$ cat src/hdl/weighted_jacobi_stencil_sweep_macros.svh
// Assertion macros for the stencil sweep modules.
// Each macro expects signals named clk and arst_n in the module that uses it.
`ifndef WEIGHTED_JACOBI_STENCIL_SWEEP_MACROS_SVH
`define WEIGHTED_JACOBI_STENCIL_SWEEP_MACROS_SVH
`ifndef NO_ASSERTIONS
`define JWS_ASSERT(lbl, cond) \
	lbl: assert property (@(posedge clk) disable iff (!arst_n) (cond)) \
		else $error("invariant violated");
`define JWS_ASSERT_IMP(lbl, pre, post) \
	lbl: assert property (@(posedge clk) disable iff (!arst_n) (pre) |-> (post)) \
		else $error("implication violated");
`else
`define JWS_ASSERT(lbl, cond)
`define JWS_ASSERT_IMP(lbl, pre, post)
`endif
`endif

$ cat src/hdl/jws_pkg.sv
package jws_pkg;

	localparam int POS_OUT_BITS = 10;
	localparam int RELAX_BITS = 15;
	localparam int GRID_BITS = 11;
	localparam int CFG_DATA_BITS = 15;
	localparam int CFG_INDEX_BITS = 1;

	localparam logic [CFG_INDEX_BITS-1:0] REG_RELAX = 1'b0;
	localparam logic [CFG_INDEX_BITS-1:0] REG_GRID = 1'b1;

	localparam logic [RELAX_BITS-1:0] RELAX_RESET = 15'd14746;
	localparam logic [GRID_BITS-1:0] GRID_RESET = 11'd1024;
	localparam int GRID_MIN = 4;

	localparam int MQ_DEPTH = 4;
	localparam int MQ_CW = $clog2(MQ_DEPTH + 1);
	localparam int OQ_DEPTH = 8;
	localparam int OQ_AW = $clog2(OQ_DEPTH);
	localparam int OQ_CW = $clog2(OQ_DEPTH + 1);
	localparam int MUL_SHIFT = 16;

	typedef struct packed {
		logic a_v;
		logic a_border;
		logic b_v;
		logic c_v;
		logic [POS_OUT_BITS-1:0] row;
		logic [POS_OUT_BITS-1:0] col;
	} jws_ctl_t;

endpackage

$ cat src/hdl/jws_back.sv
`include "weighted_jacobi_stencil_sweep_macros.svh"

module jws_back #(
	parameter int CELL_BITS = 24
) (
	input  logic                               clk,
	input  logic                               arst_n,
	input  logic [jws_pkg::RELAX_BITS-1:0]     relax_factor,
	input  logic [jws_pkg::MQ_CW-1:0]          mq_count,
	input  logic [$bits(jws_pkg::jws_ctl_t)+6*CELL_BITS-1:0] mq_dout,
	output logic                               mq_pop,
	output logic                               empty,
	input  logic                               pop,
	output logic signed [CELL_BITS-1:0]        out_value,
	output logic [jws_pkg::POS_OUT_BITS-1:0]   out_row,
	output logic [jws_pkg::POS_OUT_BITS-1:0]   out_col,
	output logic                               last
);
	import jws_pkg::*;

	localparam int CB = CELL_BITS;
	localparam int SW = CB + 1;
	localparam int DW = CB + 3;
	localparam int MW = DW + MUL_SHIFT;
	localparam int RW = CB + 4;

	jws_ctl_t h_ctl;
	logic signed [CB-1:0] h_s;
	logic signed [CB-1:0] h_up;
	logic signed [CB-1:0] h_dn;
	logic signed [CB-1:0] h_lf;
	logic signed [CB-1:0] h_rt;
	logic signed [CB-1:0] h_bot;
	logic [OQ_CW-1:0] nres_h;
	logic pop_acc;

	logic [OQ_CW-1:0] committed_q;
	logic [OQ_CW-1:0] oq_count_q;
	logic [OQ_AW-1:0] wr_ptr_q;
	logic [OQ_AW-1:0] rd_ptr_q;

	logic v_s1, v_s2, v_s3;
	jws_ctl_t ctl_s1, ctl_s2, ctl_s3;
	logic signed [CB-1:0] s_s1, s_s2, s_s3;
	logic signed [CB-1:0] rt_s1, rt_s2, rt_s3;
	logic signed [CB-1:0] bot_s1, bot_s2, bot_s3;
	logic signed [SW-1:0] sud_s1;
	logic signed [SW-1:0] slr_s1;
	logic signed [DW-1:0] d_s2;
	logic signed [MW-1:0] prod_s3;

	logic signed [DW-1:0] q;
	logic signed [RW-1:0] diff;
	logic ovf;
	logic signed [CB-1:0] sat;
	logic signed [CB-1:0] a_val;
	logic [OQ_CW-1:0] nw;
	logic [OQ_AW-1:0] idx_b;
	logic [OQ_AW-1:0] idx_c;
	logic [POS_OUT_BITS-1:0] row_m1;
	logic [POS_OUT_BITS-1:0] col_m1;

	logic signed [CB-1:0] oq_val [OQ_DEPTH];
	logic [POS_OUT_BITS-1:0] oq_row [OQ_DEPTH];
	logic [POS_OUT_BITS-1:0] oq_col [OQ_DEPTH];
	logic oq_last [OQ_DEPTH];

	assign {h_ctl, h_s, h_up, h_dn, h_lf, h_rt, h_bot} = mq_dout;
	assign nres_h = OQ_CW'(h_ctl.a_v) + OQ_CW'(h_ctl.b_v) + OQ_CW'(h_ctl.c_v);

	// Every result taken from the queue has a reserved output slot.
	assign mq_pop = (mq_count != '0) && (int'(committed_q) + int'(nres_h) <= OQ_DEPTH);
	assign pop_acc = pop && !empty;

	always_ff @(posedge clk or negedge arst_n) begin
		if (!arst_n) begin
			v_s1 <= 1'b0;
			v_s2 <= 1'b0;
			v_s3 <= 1'b0;
		end else begin
			v_s1 <= mq_pop;
			v_s2 <= v_s1;
			v_s3 <= v_s2;
		end
	end

	always_ff @(posedge clk) begin
		ctl_s1 <= h_ctl;
		s_s1 <= h_s;
		rt_s1 <= h_rt;
		bot_s1 <= h_bot;
		sud_s1 <= SW'(h_up) + SW'(h_dn);
		slr_s1 <= SW'(h_lf) + SW'(h_rt);

		ctl_s2 <= ctl_s1;
		s_s2 <= s_s1;
		rt_s2 <= rt_s1;
		bot_s2 <= bot_s1;
		d_s2 <= (DW'(s_s1) <<< 2) - (DW'(sud_s1) + DW'(slr_s1));

		ctl_s3 <= ctl_s2;
		s_s3 <= s_s2;
		rt_s3 <= rt_s2;
		bot_s3 <= bot_s2;
		prod_s3 <= MW'(d_s2) * MW'($signed({1'b0, relax_factor}));
	end

	// The arithmetic shift rounds the exact product toward minus infinity.
	assign q = prod_s3[MW-1:MUL_SHIFT];
	assign diff = RW'(s_s3) - RW'(q);
	assign ovf = !((&diff[RW-1:CB-1]) || !(|diff[RW-1:CB-1]));

	always_comb begin
		if (ovf) begin
			sat = diff[RW-1] ? {1'b1, {(CB-1){1'b0}}} : {1'b0, {(CB-1){1'b1}}};
		end else begin
			sat = diff[CB-1:0];
		end
	end

	assign a_val = ctl_s3.a_border ? s_s3 : sat;
	assign nw = v_s3 ? (OQ_CW'(ctl_s3.a_v) + OQ_CW'(ctl_s3.b_v) + OQ_CW'(ctl_s3.c_v)) : '0;
	assign idx_b = OQ_AW'(wr_ptr_q + OQ_AW'(ctl_s3.a_v));
	assign idx_c = OQ_AW'(idx_b + OQ_AW'(ctl_s3.b_v));
	assign row_m1 = ctl_s3.row - 1'b1;
	assign col_m1 = ctl_s3.col - 1'b1;

	always_ff @(posedge clk) begin
		if (v_s3 && ctl_s3.a_v) begin
			oq_val[wr_ptr_q] <= a_val;
			oq_row[wr_ptr_q] <= row_m1;
			oq_col[wr_ptr_q] <= col_m1;
			oq_last[wr_ptr_q] <= !ctl_s3.b_v && !ctl_s3.c_v;
		end
		if (v_s3 && ctl_s3.b_v) begin
			oq_val[idx_b] <= rt_s3;
			oq_row[idx_b] <= row_m1;
			oq_col[idx_b] <= ctl_s3.col;
			oq_last[idx_b] <= !ctl_s3.c_v;
		end
		if (v_s3 && ctl_s3.c_v) begin
			oq_val[idx_c] <= bot_s3;
			oq_row[idx_c] <= ctl_s3.row;
			oq_col[idx_c] <= ctl_s3.col;
			oq_last[idx_c] <= 1'b1;
		end
	end

	always_ff @(posedge clk or negedge arst_n) begin
		if (!arst_n) begin
			committed_q <= '0;
			oq_count_q <= '0;
			wr_ptr_q <= '0;
			rd_ptr_q <= '0;
		end else begin
			committed_q <= OQ_CW'(committed_q + (mq_pop ? nres_h : '0) - OQ_CW'(pop_acc));
			oq_count_q <= OQ_CW'(oq_count_q + nw - OQ_CW'(pop_acc));
			wr_ptr_q <= OQ_AW'(wr_ptr_q + OQ_AW'(nw));
			if (pop_acc) begin
				rd_ptr_q <= OQ_AW'(rd_ptr_q + 1'b1);
			end
		end
	end

	assign empty = oq_count_q == '0;
	assign out_value = oq_val[rd_ptr_q];
	assign out_row = oq_row[rd_ptr_q];
	assign out_col = oq_col[rd_ptr_q];
	assign last = oq_last[rd_ptr_q];

	`JWS_ASSERT(a_credit_bound, int'(committed_q) <= OQ_DEPTH)
	`JWS_ASSERT(a_count_within_credit, oq_count_q <= committed_q)
endmodule
$ cat config.mk
export PLATFORM = sky130hd
export DESIGN_NAME = jws_back
export DESIGN_NICKNAME = d
export VERILOG_FILES = /design/src/hdl/jws_pkg.sv /design/src/hdl/jws_back.sv
export VERILOG_INCLUDE_DIRS = /design/src /design/src/hdl
export SDC_FILE = /design/constraint.sdc
export NUM_CORES = 2
export LEC_CHECK = 0
export ABC_CLOCK_PERIOD_IN_PS = 6700
export BUFFER_PORTS_ARGS = -buffer_cell sky130_fd_sc_hd__buf_2
export CORE_MARGIN = 1.5
export CORE_UTILIZATION = 57
export CTS_CLUSTER_SIZE = 8
export DETAILED_ROUTE_END_ITERATION = 6
export MAX_ROUTING_LAYER = met4
export PLACE_DENSITY = 0.85
export SETUP_SLACK_MARGIN = 0.15
export SYNTH_ARGS = -nofsm -noshare
export SYNTH_HDL_FRONTEND = slang
export SYNTH_SLANG_ARGS = --single-unit
$ cat constraint.sdc
create_clock -name clk -period 6.7 [get_ports clk]
set_clock_uncertainty 0.2 [all_clocks]
set_input_delay 1.34 -clock clk [delete_from_list [all_inputs] [get_ports clk]]
set_output_delay 1.34 -clock clk [all_outputs]
set_load 0.01 [all_outputs]
==> results.md <==
- Status: complete, but fails checks
- Failing checks: DRC, setup timing
- H-tree levels: 3
- Ys Warns: 0
- Synth unique cells: 72
- FP Rows: 107
- Yosys reg bits: 769
- Slowest CP cell: fa_1
- Total Nets Final: 5,704
- Deepest clock path buffer count: 3
- Buffers & Inverters on Critical Path: 6
- Register area share after synthesis: 0.388
- Period utilization: 1.04
- Initial antenna violation count: 6
- Pin count of the biggest net entering global routing: 69
- Family with the most delay on the worst path: adder cells
- Fmax: 144 MHz
- Met1 usage: 0.394
- Cts bufs inserted: 106
- Clock Latency Late Sink: 0.69 ns
- Die area: 87,700 µm²
- Die W: 296 µm
- Final hold vios: 0
- Final setup margin: -0.247 ns
- Max-cap violation count: 0
- Drt pass-1 iters: 7
- I/O pin total: 236
- CP startpoint kind: input port
- Multi-input logic area: 27,500 µm²
- Root Driver: clkbuf_16
- First-pass GRT wire length: 215 mm
- Gr usage total: 0.333
- Wirelength per Cell: 23.6 µm
- M2 GR Usage: 0.536
- TritonCTS clock tree: done
- Asr flop ratio synth: 0.0221
- Syn nets: 5,426
- Mapped cell area: 49,000 µm²
- Routed Antenna Nets: 0
- DRC violations left: 5
- DR vias: 37,038
- Most used cell, CP: fa_1
- Fillers: 5,979
- CP arrival: 7.32 ns
- RSZ-0062 raised after global routing: yes
- Post-route insts no fill: 6,086
- Final WL: 143 mm
- Vias per inst: 6.09
- Area Growth Syn to Fin: 14.8%
- Register area: 19,000 µm²
- Hold Buf Count CTS: 0
- Min Tclk post-route: 6.95 ns
- Layout cells sized above 1: 0.172
- Port bufs: 235
- Max stage delay on crit path: 0.55 ns
- HPWL Detailed: 97.3 mm
- Worst-Margin Slew: 1.25 ns
- Critical setup path kind: input port to register
- Worst hold path type: register to register
- Gr ovfl total: 0
- Syn_area_per_cell: 10.7 µm²
- Pins Over Slew Limit: 0
- Vias in the first global route: 38,030
- Clk slew on worst S/H paths: 0.05 ns
- Cells after Synth: 4,590
- Grt peak-use layer: met2
- Relative slew slack: 0.165
- Die H: 296 µm
- Placer congestion estimate: 1.02
- Placed insts: 5,875
- Post-synth EDFFs: 352
- Crit-path cells: buf_8 -> nand2_4 -> inv_2 -> fa_1 -> inv_2 -> fa_1 -> inv_2 -> fa_1 -> fa_1 -> fa_1 -> inv_2 -> fa_1 -> inv_2 -> ha_4 -> a21o_1 -> a21o_1 -> a221o_1 -> a221oi_4 -> a2bb2oi_2 -> o31ai_4 -> o41a_1 -> a311o_1 -> a21oi_2 -> xnor2_1
- Reg2reg setup slack: -0.15 ns
- Final setup vio count: 13
- Worst setup EP type: register
- Sink Count: 769
- Initial core utilization: 0.575
- Met3 global-route usage: 0.0666
- Core box area: 85,100 µm²
- Ys flop type: dfxtp_1
- Pre-CTS WS: -1.18 ns
- DR iter-0 viols: 4,796
- Critical Path Fanout Max: 4
- Worst path required time: 7.07 ns
## cell type report
class / count / share of cell area
multi-input cells: 3008 / 0.490
well taps: 1144 / 0.0255
clock buffers: 170 / 0.0514
inverters: 550 / 0.0367
flip-flops and latches: 769 / 0.338
diodes: 4 / 0.000178
repair buffers: 433 / 0.0552
clock inverters: 8 / 0.00307
## Yosys cell counts, types with 45 or more instances
cell      count  area [µm²]
a21o_1       52         390
a21oi_1     209        1050
dfxtp_1     400        8010
nor2_1      284        1070
buf_1        71         267
clkbuf_1    189         709
xor2_1      113         990
inv_1       548        2060
and2_1      190        1190
ha_1        225        2820
edfxtp_1    352       10600
mux4_2       90        2030
fa_1        422        8450
mux2_2       48         541
nand2_1     476        1790
o21ai_0      97         485
o21a_1       97         728
nand3_1      45         225
xnor2_1     157        1380
or3_1        77         482
o311ai_1     72         631
## worst register-to-register path: stages (launching register included)
cell and delay, ns:
dfxtp_1 0.65, nand2_2 0.12, fa_1 0.53, inv_1 0.06
fa_1 0.50, fa_1 0.59, fa_1 0.44, fa_1 0.51
inv_2 0.04, fa_1 0.49, inv_2 0.05, ha_4 0.22
a21o_1 0.17, a21o_1 0.19, a221o_1 0.33, a221oi_4 0.33
a2bb2oi_2 0.21, o31ai_4 0.10, o41a_1 0.38, a311o_1 0.38
a21oi_2 0.15, xnor2_1 0.12
## worst paths after layout
kind / start / endpoint / depth (start not counted)
max: relax_factor[1] / prod_s3[42]$_DFF_P_ / 24
min: rt_s1[0]$_DFF_P_ / rt_s2[0]$_DFF_P_ / 0
max reg2reg: d_s2[17]$_DFF_P_ / prod_s3[42]$_DFF_P_ / 21
min reg2reg: rt_s1[0]$_DFF_P_ / rt_s2[0]$_DFF_P_ / 0
max in group asynchronous: arst_n / rd_ptr_q[0]$_DFFE_PN0P_ / 1
min in group asynchronous: arst_n / rd_ptr_q[1]$_DFFE_PN0P_ / 1
## timing repair
item / CTS / global route
endpoints found under the setup margin: 20 / 22
cloned: 0 / 3
buffers inserted: 6 / 20
resized for setup: 45 / 108
pin swaps: 21 / 50
## registers in the layout, indices dropped and copies added (netlist names), 25 cells and up
signal and count:
oq_val 192, oq_col 80, oq_row 80, d_s2 27
prod_s3 27, slr_s1 25, sud_s1 25
## layout by cell type (no fill, tap or decap), types with 12 or more instances in the layout
| cell | n |
|---|---|
| a221o_1 | 12 |
| and2_1 | 176 |
| inv_1 | 528 |
| nor3_1 | 26 |
| inv_2 | 20 |
| o311ai_1 | 72 |
| and2_4 | 14 |
| ha_1 | 214 |
| a21oi_1 | 203 |
| clkbuf_16 | 109 |
| o21ai_0 | 92 |
| dfrtp_1 | 14 |
| nand2b_1 | 19 |
| mux4_2 | 90 |
| dfxtp_1 | 399 |
| edfxtp_1 | 352 |
| buf_6 | 23 |
| nand3_1 | 45 |
| o221a_2 | 16 |
| xnor2_1 | 155 |
| o211ai_1 | 31 |
| xor2_1 | 111 |
| or3_1 | 76 |
| a31oi_1 | 30 |
| nor2_1 | 275 |
| clkbuf_1 | 64 |
| mux2_2 | 48 |
| fa_2 | 20 |
| buf_2 | 224 |
| and3_1 | 31 |
| fa_1 | 402 |
| nand2_1 | 460 |
| buf_12 | 17 |
| a21o_1 | 52 |
| o21a_1 | 97 |
| a22o_1 | 12 |
| nor2b_1 | 34 |
| buf_4 | 158 |
## routing by layer
metal	part of all wire	wire length, µm	vias to the layer above
li1	-	-	15965
met1	0.34	49400	17798
met2	0.48	68400	2619
met3	0.11	16400	656
met4	0.064	9210	0
met5	0	0	-
## cells by family after synthesis
family          count (synthesis)  synth area share
simple gates                 1215             0.115
buf+inv                       813            0.0624
flops                         769             0.388
compound gates                736             0.104
fa+ha+maj                     647             0.230
xor+xnor                      270            0.0483
mux                           140            0.0528
## per-stage QoR
step           hold WS (ns)   util  cell area, µm²  setup TNS (ns)
2_1_floorplan         0.110      -           49500           -4.70
5_1_grt              0.0879  0.660           56200           -4.03
4_1_cts              0.0780  0.653           55600          -0.747
3_5_place_dp          0.112  0.615           52300          -17.92
3_3_place_gp          0.110  0.615           52300          -15.44
6_report             0.0818  0.660           56200           -1.83
Power is left out: the tool's default activity adds up to more than one toggle a clock period on the data nets, which glitch-free logic cannot reach.
