<file path="src/hdl/weighted_jacobi_stencil_sweep_macros.svh">
// Assertion macros for the stencil sweep modules.
// Each macro expects signals named clk and arst_n in the module that uses it.
`ifndef WEIGHTED_JACOBI_STENCIL_SWEEP_MACROS_SVH
`define WEIGHTED_JACOBI_STENCIL_SWEEP_MACROS_SVH
`ifndef NO_ASSERTIONS
`define JWS_ASSERT(lbl, cond) \
	lbl: assert property (@(posedge clk) disable iff (!arst_n) (cond)) \
		else $error("invariant violated");
`define JWS_ASSERT_IMP(lbl, pre, post) \
	lbl: assert property (@(posedge clk) disable iff (!arst_n) (pre) |-> (post)) \
		else $error("implication violated");
`else
`define JWS_ASSERT(lbl, cond)
`define JWS_ASSERT_IMP(lbl, pre, post)
`endif
`endif

</file>
<file path="src/hdl/jws_fifo.sv">
`include "weighted_jacobi_stencil_sweep_macros.svh"

module jws_fifo #(
	parameter int WIDTH = 8,
	parameter int DEPTH = 4
) (
	input  logic                       clk,
	input  logic                       arst_n,
	input  logic                       push,
	input  logic [WIDTH-1:0]           din,
	input  logic                       pop,
	output logic [WIDTH-1:0]           dout,
	output logic [$clog2(DEPTH+1)-1:0] count
);
	localparam int AW = (DEPTH > 1) ? $clog2(DEPTH) : 1;
	localparam int CW = $clog2(DEPTH + 1);

	logic [WIDTH-1:0] mem_q [DEPTH];
	logic [AW-1:0] wr_ptr_q;
	logic [AW-1:0] rd_ptr_q;
	logic [CW-1:0] count_q;

	always_ff @(posedge clk) begin
		if (push) begin
			mem_q[wr_ptr_q] <= din;
		end
	end

	always_ff @(posedge clk or negedge arst_n) begin
		if (!arst_n) begin
			wr_ptr_q <= '0;
			rd_ptr_q <= '0;
			count_q <= '0;
		end else begin
			if (push) begin
				wr_ptr_q <= (int'(wr_ptr_q) == DEPTH - 1) ? '0 : AW'(wr_ptr_q + 1'b1);
			end
			if (pop) begin
				rd_ptr_q <= (int'(rd_ptr_q) == DEPTH - 1) ? '0 : AW'(rd_ptr_q + 1'b1);
			end
			count_q <= CW'(count_q + CW'(push) - CW'(pop));
		end
	end

	assign dout = mem_q[rd_ptr_q];
	assign count = count_q;

	`JWS_ASSERT_IMP(a_no_underflow, pop, count_q != '0)
endmodule

</file>
<file path="config.mk">
export PLATFORM = sky130hd
export DESIGN_NAME = jws_fifo
export DESIGN_NICKNAME = d
export VERILOG_FILES = /design/src/hdl/jws_fifo.sv
export VERILOG_INCLUDE_DIRS = /design/src /design/src/hdl
export SDC_FILE = /design/constraint.sdc
export NUM_CORES = 1
export LEC_CHECK = 0
export BUFFER_PORTS_ARGS = -buffer_cell sky130_fd_sc_hd__buf_2
export CAP_MARGIN = 5
export CORE_MARGIN = 3
export CORE_UTILIZATION = 35
export DETAILED_ROUTE_END_ITERATION = 8
export PLACE_DENSITY_LB_ADDON = 0.25
export SYNTH_ARGS = -nofsm -noshare
export SYNTH_HDL_FRONTEND = slang
export SYNTH_SLANG_ARGS = --single-unit
</file>
<file path="constraint.sdc">
create_clock -name clk -period 4.84 [get_ports clk]
set_input_delay 0.242 -clock clk [delete_from_list [all_inputs] [get_ports clk]]
set_output_delay 0.242 -clock clk [all_outputs]
set_load 0.03 [all_outputs]
</file>
==> metrics.txt, run 1 <==
Tot Pwr 0.001194 W; Worst setup EP type output pin; initial antenna violation count 0; period utilization 41.91%; most frequent cells after synthesis edfxtp_1, mux4_2, dfrtp_1, ha_1, inv_1; TritonCTS clock tree built; Yosys cell types 15; I/O pin total 23; Layout area overhead 19.24%; RSZ-0062 raised after global routing no; die area 5276 µm²; drt first pass iters 5; final wirelength 2361 µm; Worst EP required 4.60 ns; reg2reg path depth 8; vias in the first global route 827; EDFF count, synth 32; Vias 731; area leader, netlist edfxtp_1; Hold Crit Class in -> reg; Synth warnings 0; Post-Syn Area 1554 µm²; 1st-iter DRT viols 42; Clock Sinks 39; Tmin final 2.029 ns; outcome finished, final reports clean; largest net degree at the start of global routing 13; setup tns final 0 ns; Mapped Cells 76; Least-Margin Pin Slew 0.6041 ns; share of layout cells above drive strength 1 37.14%; CORE AREA 4144 µm²; drt drc 0; WL per Instance 15.23 µm; final hold viol count 0; post-route ant nets 0; port bufs 22; grt ovf 0; DIE WIDTH 72.64 µm; reg2reg start count[0]$_DFF_PN0_; R2R Setup Slk 3.20 ns; syn avg cell area 20.45 µm²; Seq cells post-synth 39; die height 72.64 µm; CP startpoint kind flip-flop; ys async rst share 17.95%; Clock Path Buffers 2; CP endpoint dout[5]; Power Density 644.5 nW/µm²; LEAKAGE 0.7063 nW; register area share after synthesis 73.11%; leading register cell type out of synthesis edfxtp_1; final net count 124; peak supply drop 0.0002543 V; Worst Skew 0.005516 ns; first-pass GRT wire length 3960 µm; Fmax achieved 493.0 MHz; Pins Over Slew Limit 0; WS Path Type reg -> out; all-layer global routing usage 10.54%; top-area cell type share of the netlist area 61.84%; Reg clk slew, reported paths 0.07 ns; max-cap viol count 0; TritonCTS buffer count 5; H-tree Lvls 2; DR vias/cell 4.716; clk_lat worst skew 0.29 ns; post-synth net total 96; top-count cell post-synth edfxtp_1; CP Data Arrival Time 1.79 ns; # setup viols final 0; RR Endpoint count[2]$_DFF_PN0_; RD Place Congestion 0.6566; Crit Path Max Fanout 11; max_slew headroom 59.72%; Initial Util 37.50%; dpl hpwl 1648 µm; Critical Path Source rd_ptr_q[0]$_DFFE_PN0P_; synth top area cells edfxtp_1, mux4_2, dfrtp_1; Antenna Cells 0; root buf cell clkbuf_8; cell row count 23
==> where the power goes <==
part | total, W | internal, W | switching [W]
clock | 0.000313 | 0.000206 | 0.000107
sequential | 0.000507 | 0.000442 | 0.0000651
combinational | 0.000374 | 0.000158 | 0.000216
==> critical path, stage by stage, from the launching register on <==
cell and delay [ns]:
dfrtp_1 0.73, mux4_2 0.57, buf_2 0.19
==> timing repair <==
item | CTS | global route
endpoints found under the hold margin | 7 | 0
buffers inserted | 0 | 0
hold buffers | 1 | 0
gates resized for setup | 0 | 0
==> how the worst min path moves through the flow <==
stage	cells after the start	slack, ns	to	from
6_report	1	0.16	mem_q[2][7]$_DFFE_PP_	din[7]
5_1_grt	1	0.15	mem_q[2][7]$_DFFE_PP_	din[7]
4_1_cts	1	0.15	mem_q[2][7]$_DFFE_PP_	din[7]
3_5_place_dp	1	0.08	count[0]$_DFF_PN0_	arst_n
3_3_place_gp	1	0.08	count[2]$_DFF_PN0_	arst_n
2_1_floorplan	0	-0.05	count[0]$_DFF_PN0_	arst_n
==> layout make-up <==
class	count	area, µm²
Multi-Input combinational cell	29	379.1
Clock buffer	6	72.57
Tap cell	50	62.56
Sequential cell	39	1136
Timing Repair Buffer	23	120.1
Clock inverter	2	60.06
Fill cell	370	2291
Inverter	6	22.52
==> layout by cell type (no fill, tap or decap) <==
| cell | n |
|---|---|
| edfxtp_1 | 32 |
| buf_2 | 22 |
| mux4_2 | 8 |
| ha_1 | 7 |
| dfrtp_1 | 7 |
| inv_1 | 6 |
| clkbuf_8 | 5 |
| and2_1 | 4 |
| xnor2_1 | 2 |
| o21ai_0 | 2 |
| mux2_2 | 2 |
| bufinv_16 | 2 |
| or3b_1 | 1 |
| nor2_1 | 1 |
| nand2_1 | 1 |
| fa_1 | 1 |
| clkbuf_1 | 1 |
| dlygate4sd3_1 | 1 |
==> per-layer routing <==
layer	wire, µm	part of all wire (%)	track usage (%)	vias up
li1	-	-	-	340
met1	986	42	12.05	368
met2	1194	51	16.83	16
met3	116	4.9	3.581	7
met4	64	2.7	6.762	0
met5	0	0	0	-
==> state kept, by name, indices dropped and copies added (netlist names) <==
| name | flops |
|---|---|
| wr_ptr_q | 2 |
| rd_ptr_q | 2 |
| count | 3 |
| mem_q | 32 |
==> stage by stage <==
stage	setup WS, ns	utilization, %	area (µm²)	hold slack (ns)	cells
3_3_place_gp	3.091	41.27	1710	0.08303	146
2_1_floorplan	3.038	-	1554	-0.05359	76
4_1_cts	2.766	44.72	1853	0.1519	155
5_1_grt	2.701	44.72	1853	0.1479	155
3_5_place_dp	3.090	41.27	1710	0.08287	146
6_report	2.811	44.72	1853	0.1610	155
==> kinds of logic after synthesis <==
family	Yosys count	share of synthesized area, %
AND/OR/NAND/NOR	7	2.656
XOR/XNOR	2	1.127
flip-flops	39	73.11
multiplexers	10	13.04
buffers and inverters	8	2.496
AO/OA/AOI/OAI	2	0.6441
adder cells (fa/ha/maj)	8	6.924
(Power assumes the default switching activity.)
==> run 2: changes to the inputs <==
- ABC_AREA: not set -> 1
- clock period: 4.84 -> 1.8 ns (I/O delays scaled with it)
==> run 2 against run 1 <==
Clock-buffer cell count down 1. Routed wire length up 28%. Die area up 13%. Clock skew up 0.0030 ns. Critical endpoint is now dout[4]. Highest routed layer unchanged.
==> metrics.txt, run 2 <==
outcome finished, final reports clean (unchanged); cts hold-fix bufs 2 (was 1); die area 5944 µm² (was 5276 µm²); peak supply drop 0.0004634 V (was 0.0002543 V); Tot Pwr 0.003397 W (was 0.001194 W); max_slew headroom 72.52% (was 59.72%); LEAKAGE 1.042 nW (was 0.7063 nW); Mapped Cells 174 (was 76); vias in the first global route 1103 (was 827); post_cts resized 0 (unchanged); Top reg by flops mem_q (unchanged); cell row count 25 (was 23); EDFF count, synth 32 (unchanged); TritonCTS clock tree built (unchanged); most frequent cells after synthesis nand2_1, inv_1, edfxtp_1 (was edfxtp_1, mux4_2, dfrtp_1, ha_1, inv_1); Initial Util 36.73% (was 37.50%); most frequent cells in the layout nand2_1, inv_1, edfxtp_1, buf_2, nand3_1 (was edfxtp_1, buf_2, mux4_2, ha_1, dfrtp_1); postcts setup bufs 0 (unchanged); die height 77.10 µm (was 72.64 µm); port bufs 22 (unchanged); CP startpoint kind flip-flop (unchanged); Antenna Cells 0 (unchanged); syn avg cell area 10.17 µm² (was 20.45 µm²); Reg clk slew, reported paths 0.08 ns (was 0.07 ns); setup tns final 0 ns (unchanged); Seq cells post-synth 39 (unchanged); drt drc 0 (unchanged); Pins Over Slew Limit 0 (unchanged); max-cap viol count 0 (unchanged); post-route ant nets 0 (unchanged); Fmax achieved 651.0 MHz; R2R Setup Slk 0.29 ns (was 3.20 ns); H-tree Lvls 2 (unchanged); root buf cell clkbuf_8 (unchanged); dpl hpwl 2062 µm (was 1648 µm); largest net degree at the start of global routing 18 (was 13); Clock Path Buffers 2 (unchanged); TritonCTS buffer count 5 (unchanged); reg2reg start count[0]$_DFF_PN0_ (unchanged); initial antenna violation count 0 (unchanged); final wirelength 3016 µm (was 2361 µm); Yosys cell types 15 (unchanged); synth top area cells edfxtp_1, nand2_1, dfrtp_1 (was edfxtp_1, mux4_2, dfrtp_1); CORE AREA 4817 µm² (was 4144 µm²); period utilization 85.34%; register area share after synthesis 64.21% (was 73.11%); Layout area overhead 18.67% (was 19.24%); RSZ-0062 raised after global routing no (unchanged); WS Path Type reg -> out (unchanged); CP Data Arrival Time 1.45 ns (was 1.79 ns); WL per Instance 11.13 µm (was 15.23 µm); Worst setup EP type output pin (unchanged); 1st-iter DRT viols 38 (was 42); clk_lat worst skew 0.29 ns (about the same); share of layout cells above drive strength 1 16.67% (was 37.14%); top-area cell type share of the netlist area 54.31% (was 61.84%); I/O pin total 23 (unchanged); grt ovf 0 (unchanged); Tmin final 1.536 ns; worst min-delay path startpoint din[3] (was din[7]); RD Place Congestion 0.7279 (was 0.6566); top-count cell post-synth nand2_1 (was edfxtp_1); Post-Place Cells 261 (was 146); drt first pass iters 4 (was 5); Largest register FFs 32 (unchanged); DIE WIDTH 77.10 µm (was 72.64 µm); Hold Worst Slack 0.01861 ns (was 0.1610 ns); Worst Skew 0.008507 ns (was 0.005516 ns); final net count 223 (was 124); Synth warnings 0 (unchanged); Clock Sinks 39 (unchanged); Post-Syn Area 1769 µm² (was 1554 µm²); final hold viol count 0 (unchanged); commonest non-fill, non-tap cell in the layout nand2_1 (was edfxtp_1); Worst EP required 1.71 ns (was 4.60 ns); Least-Margin Pin Slew 0.4122 ns (was 0.6041 ns); all-layer global routing usage 11.95% (was 10.54%); Crit Path Max Fanout 10 (was 11); first-pass GRT wire length 5244 µm (was 3960 µm); Vias 1102 (was 731); Power Density 1618 nW/µm² (was 644.5 nW/µm²); non-filler cells in the finished layout 271 (was 155); leading register cell type out of synthesis edfxtp_1 (unchanged); Critical Path Source rd_ptr_q[1]$_DFFE_PN0P_ (was rd_ptr_q[0]$_DFFE_PN0P_); post-synth net total 194 (was 96); Hold Crit Class in -> reg (unchanged); area leader, netlist edfxtp_1 (unchanged); DR vias/cell 4.066 (was 4.716); ys async rst share 17.95% (unchanged); # setup viols final 0 (unchanged)
-- run 2: cell types whose count changed after synthesis, moves of 2 or more --
cell     delta
mux4_2      -8
and2_1      -4
nand2_1    +52
nand3_1    +17
inv_1      +39
mux2_2      -2
xnor2_1     -2
-- run 2: worst max-delay path, stage by stage, from the launching register on --
cell and delay [ns]:
dfrtp_1 0.60, inv_2 0.20, nand3_1 0.12, nand2_1 0.06, buf_2 0.18
-- run 2: metrics by stage --
step | utilization [%] | worst slack (ns) | cell area (µm²)
2_1_floorplan | - | 0.1504 | 1769
3_3_place_gp | 40.34 | 0.3416 | 1943
3_5_place_dp | 40.34 | 0.2793 | 1943
4_1_cts | 43.58 | 0.2161 | 2100
5_1_grt | 43.58 | 0.1327 | 2100
6_report | 43.58 | 0.2639 | 2100
-- run 2: logic make-up after synthesis --
kind of cell               synth area share [%]
buffers and inverters                     12.09
AOI/OAI and AO/OA                         1.131
DFF                                       64.22
adders and majority gates                 6.082
and+or+nand+nor                           16.48
-- run 2: worst paths after layout --
check,to,cells past startpoint
setup / recovery,dout[4],4
hold / removal,mem_q[3][3]$_DFFE_PP_,1
setup reg to reg,count[2]$_DFF_PN0_,8
hold reg to reg,count[2]$_DFF_PN0_,3
max in group asynchronous,rd_ptr_q[0]$_DFFE_PN0P_,2
min in group asynchronous,count[2]$_DFF_PN0_,2
-- run 2: power by group --
part | total [W] | internal, W | leakage, nW | switching (W)
registers | 0.00131 | 0.00118 | 0.378 | 0.000126
clock network | 0.000851 | 0.000552 | 0.0644 | 0.000299
logic | 0.00124 | 0.000379 | 0.600 | 0.000857
total | 0.00340 | 0.00212 | 1.04 | 0.00128
-- run 2: layout make-up --
type	instances	area, µm²
clock buffer	5	68.82
fill	495	2718
tap	67	83.83
sequential	39	1136
clock inverter	3	67.56
timing repair buffer	26	145.1
multi-input combinational	84	419.2
inverter	47	178.9
-- run 2: routing by layer --
| metal | wire (µm) | track usage (%) |
|---|---|---|
| met1 | 1288 | 13.93 |
| met2 | 1566 | 19.86 |
| met3 | 114 | 4.108 |
| met4 | 48 | 5.338 |
| met5 | 0 | 0 |
==> run 3: changes to the inputs <==
- CELL_PAD_IN_SITES_DETAIL_PLACEMENT: not set -> 2
- CELL_PAD_IN_SITES_GLOBAL_PLACEMENT: not set -> 2
- CORE_UTILIZATION: 35 -> 32
==> run 3 against run 2 <==
Clock-buffer cell count stayed put. Clock skew is 0.0013 ns higher. Via count is 7.9% higher. Routed wire length is 26% higher. Critical path depth stayed put. Flip-flop and latch count stayed put. Largest power group unchanged. Global-route usage is 1.9 points higher. Core utilization is 4.7 points lower. First-iteration DRC count is 61% higher.
==> metrics.txt, run 3 (synthesis gave the netlist of run 2 again) <==
final hold viol count 0 (unchanged); H-tree Lvls 2 (unchanged); die area 6457 µm² (was 5944 µm²); largest net degree at the start of global routing 18 (unchanged); CORE AREA 5238 µm² (was 4817 µm²); final wirelength 3798 µm (was 3016 µm); dpl hpwl 2880 µm (was 2062 µm); outcome finished, final reports clean (unchanged); Worst Skew 0.009822 ns (was 0.008507 ns); non-filler cells in the finished layout 272 (was 271); CP startpoint kind flip-flop (unchanged); cell row count 26 (was 25); Top reg by flops mem_q (unchanged); Crit Path Max Fanout 10 (unchanged); clk_lat worst skew 0.29 ns (about the same); Layout area overhead 14.99% (was 18.67%); Least-Margin Pin Slew 0.4248 ns (was 0.4122 ns); CP Data Arrival Time 1.46 ns (was 1.45 ns); period utilization 86.14% (was 85.34%); post-route ant nets 0 (unchanged); Hold Crit Class in -> reg (unchanged); Reg clk slew, reported paths 0.07 ns (was 0.08 ns); LEAKAGE 1.015 nW (was 1.042 nW); vias in the first global route 1365 (was 1103); Pins Over Slew Limit 0 (unchanged); Worst EP required 1.71 ns (about the same); port bufs 22 (unchanged); RSZ-0062 raised after global routing no (unchanged); Clock Path Buffers 2 (unchanged); WS Path Type reg -> out (unchanged); Initial Util 33.78% (was 36.73%); Fmax achieved 645.0 MHz (was 651.0 MHz); DR vias/cell 4.371 (was 4.066); WL per Instance 13.96 µm (was 11.13 µm); 1st-iter DRT viols 61 (was 38); Worst setup EP type output pin (unchanged); setup tns final 0 ns (unchanged); drt drc 0 (unchanged); Setup Slack @ Placement 0.2659 ns (was 0.2793 ns); TritonCTS clock tree built (unchanged); first-pass GRT wire length 6555 µm (was 5244 µm); die height 80.36 µm (was 77.10 µm); Vias 1189 (was 1102); root buf cell clkbuf_8 (unchanged); Power Density 1550 nW/µm² (was 1618 nW/µm²); Post-Place Cells 263 (was 261); Tmin final 1.550 ns (was 1.536 ns); drt first pass iters 4 (unchanged); Antenna Cells 0 (unchanged); I/O pin total 23 (unchanged); fin util 38.84% (was 43.58%); initial antenna violation count 0 (unchanged); Clock Sinks 39 (unchanged); DIE WIDTH 80.36 µm (was 77.10 µm); final net count 221 (was 223); commonest non-fill, non-tap cell in the layout nand2_1 (unchanged); worst setup margin 0.2495 ns (was 0.2639 ns); share of layout cells above drive strength 1 16.83% (was 16.67%); grt ovf 0 (unchanged); TritonCTS buffer count 5 (unchanged); max_slew headroom 71.68% (was 72.52%); all-layer global routing usage 13.83% (was 11.95%); peak supply drop 0.0006410 V (was 0.0004634 V); # setup viols final 0 (unchanged); max-cap viol count 0 (unchanged); Largest register FFs 32 (unchanged); RD Place Congestion 0.7302 (was 0.7279); most frequent cells in the layout nand2_1, inv_1, edfxtp_1, buf_2, nand3_1 (unchanged); Hold Worst Slack 0.01729 ns (was 0.01861 ns)
run 3: changes by cell type in the layout (fill, tap and decap cells not counted), sizes merged:
cell and change:
clkinvlp -1, buf -1, dlygate4sd3 -1, bufinv -2, clkinv +3
run 3: final cells by class:
type | count | area (µm²)
fillers | 565 | 3203
clock inverters | 3 | 15.01
clock buffers | 5 | 68.82
repair buffers | 24 | 127.6
flip-flops and latches | 39 | 1137
multi-input cells | 84 | 419.2
inverters | 47 | 178.9
well taps | 70 | 87.58
run 3: worst max-delay path: stages, from the launching register on:
cell and delay (ns):
dfrtp_1 0.60, inv_2 0.20, nand3_1 0.12, nand2_1 0.07, buf_2 0.18
run 3: per-layer routing:
| metal | GRT usage [%] | part of all wire, % |
|---|---|---|
| met5 | 0 | 0 |
| met4 | 3.716 | 1.5 |
| met3 | 4.148 | 2.7 |
| met1 | 14.95 | 40 |
| met2 | 25.91 | 55 |
run 3: final timing paths:
path | startpoint | to | slack (ns) | depth (start not counted)
hold reg to reg | count[2]$_DFF_PN0_ | count[2]$_DFF_PN0_ | 0.63 | 3
setup reg to reg | count[0]$_DFF_PN0_ | count[2]$_DFF_PN0_ | 0.27 | 9
hold / removal | din[1] | mem_q[3][1]$_DFFE_PP_ | 0.02 | 1
min in group asynchronous | arst_n | count[1]$_DFF_PN0_ | 0.16 | 2
setup / recovery | rd_ptr_q[1]$_DFFE_PN0P_ | dout[4] | 0.25 | 4
max in group asynchronous | arst_n | rd_ptr_q[0]$_DFFE_PN0P_ | 1.45 | 2
run 3: stage by stage:
| stage | total power [W] | instance area [µm²] |
|---|---|---|
| after floorplan | 0.002252 | 1769 |
| after global placement | 0.002538 | 1939 |
| after detailed placement | 0.002650 | 1939 |
| after CTS | 0.003219 | 2033 |
| after global routing | 0.003442 | 2034 |
| final | 0.003154 | 2034 |
run 3: timing repair:
action,in CTS,in global routing
gates resized for setup,0,1
buffers inserted,0,0
endpoints found under the setup margin,0,1
hold buffers,1,0
hold endpoints to repair,7,0
run 3: where the power goes:
part | total [W] | internal (W) | switching (W) | leakage (nW)
combinational | 0.00126 | 0.000371 | 0.000890 | 0.591
clock | 0.000555 | 0.000265 | 0.000290 | 0.0477
sequential | 0.00134 | 0.00119 | 0.000151 | 0.377
total | 0.00315 | 0.00182 | 0.00133 | 1.02
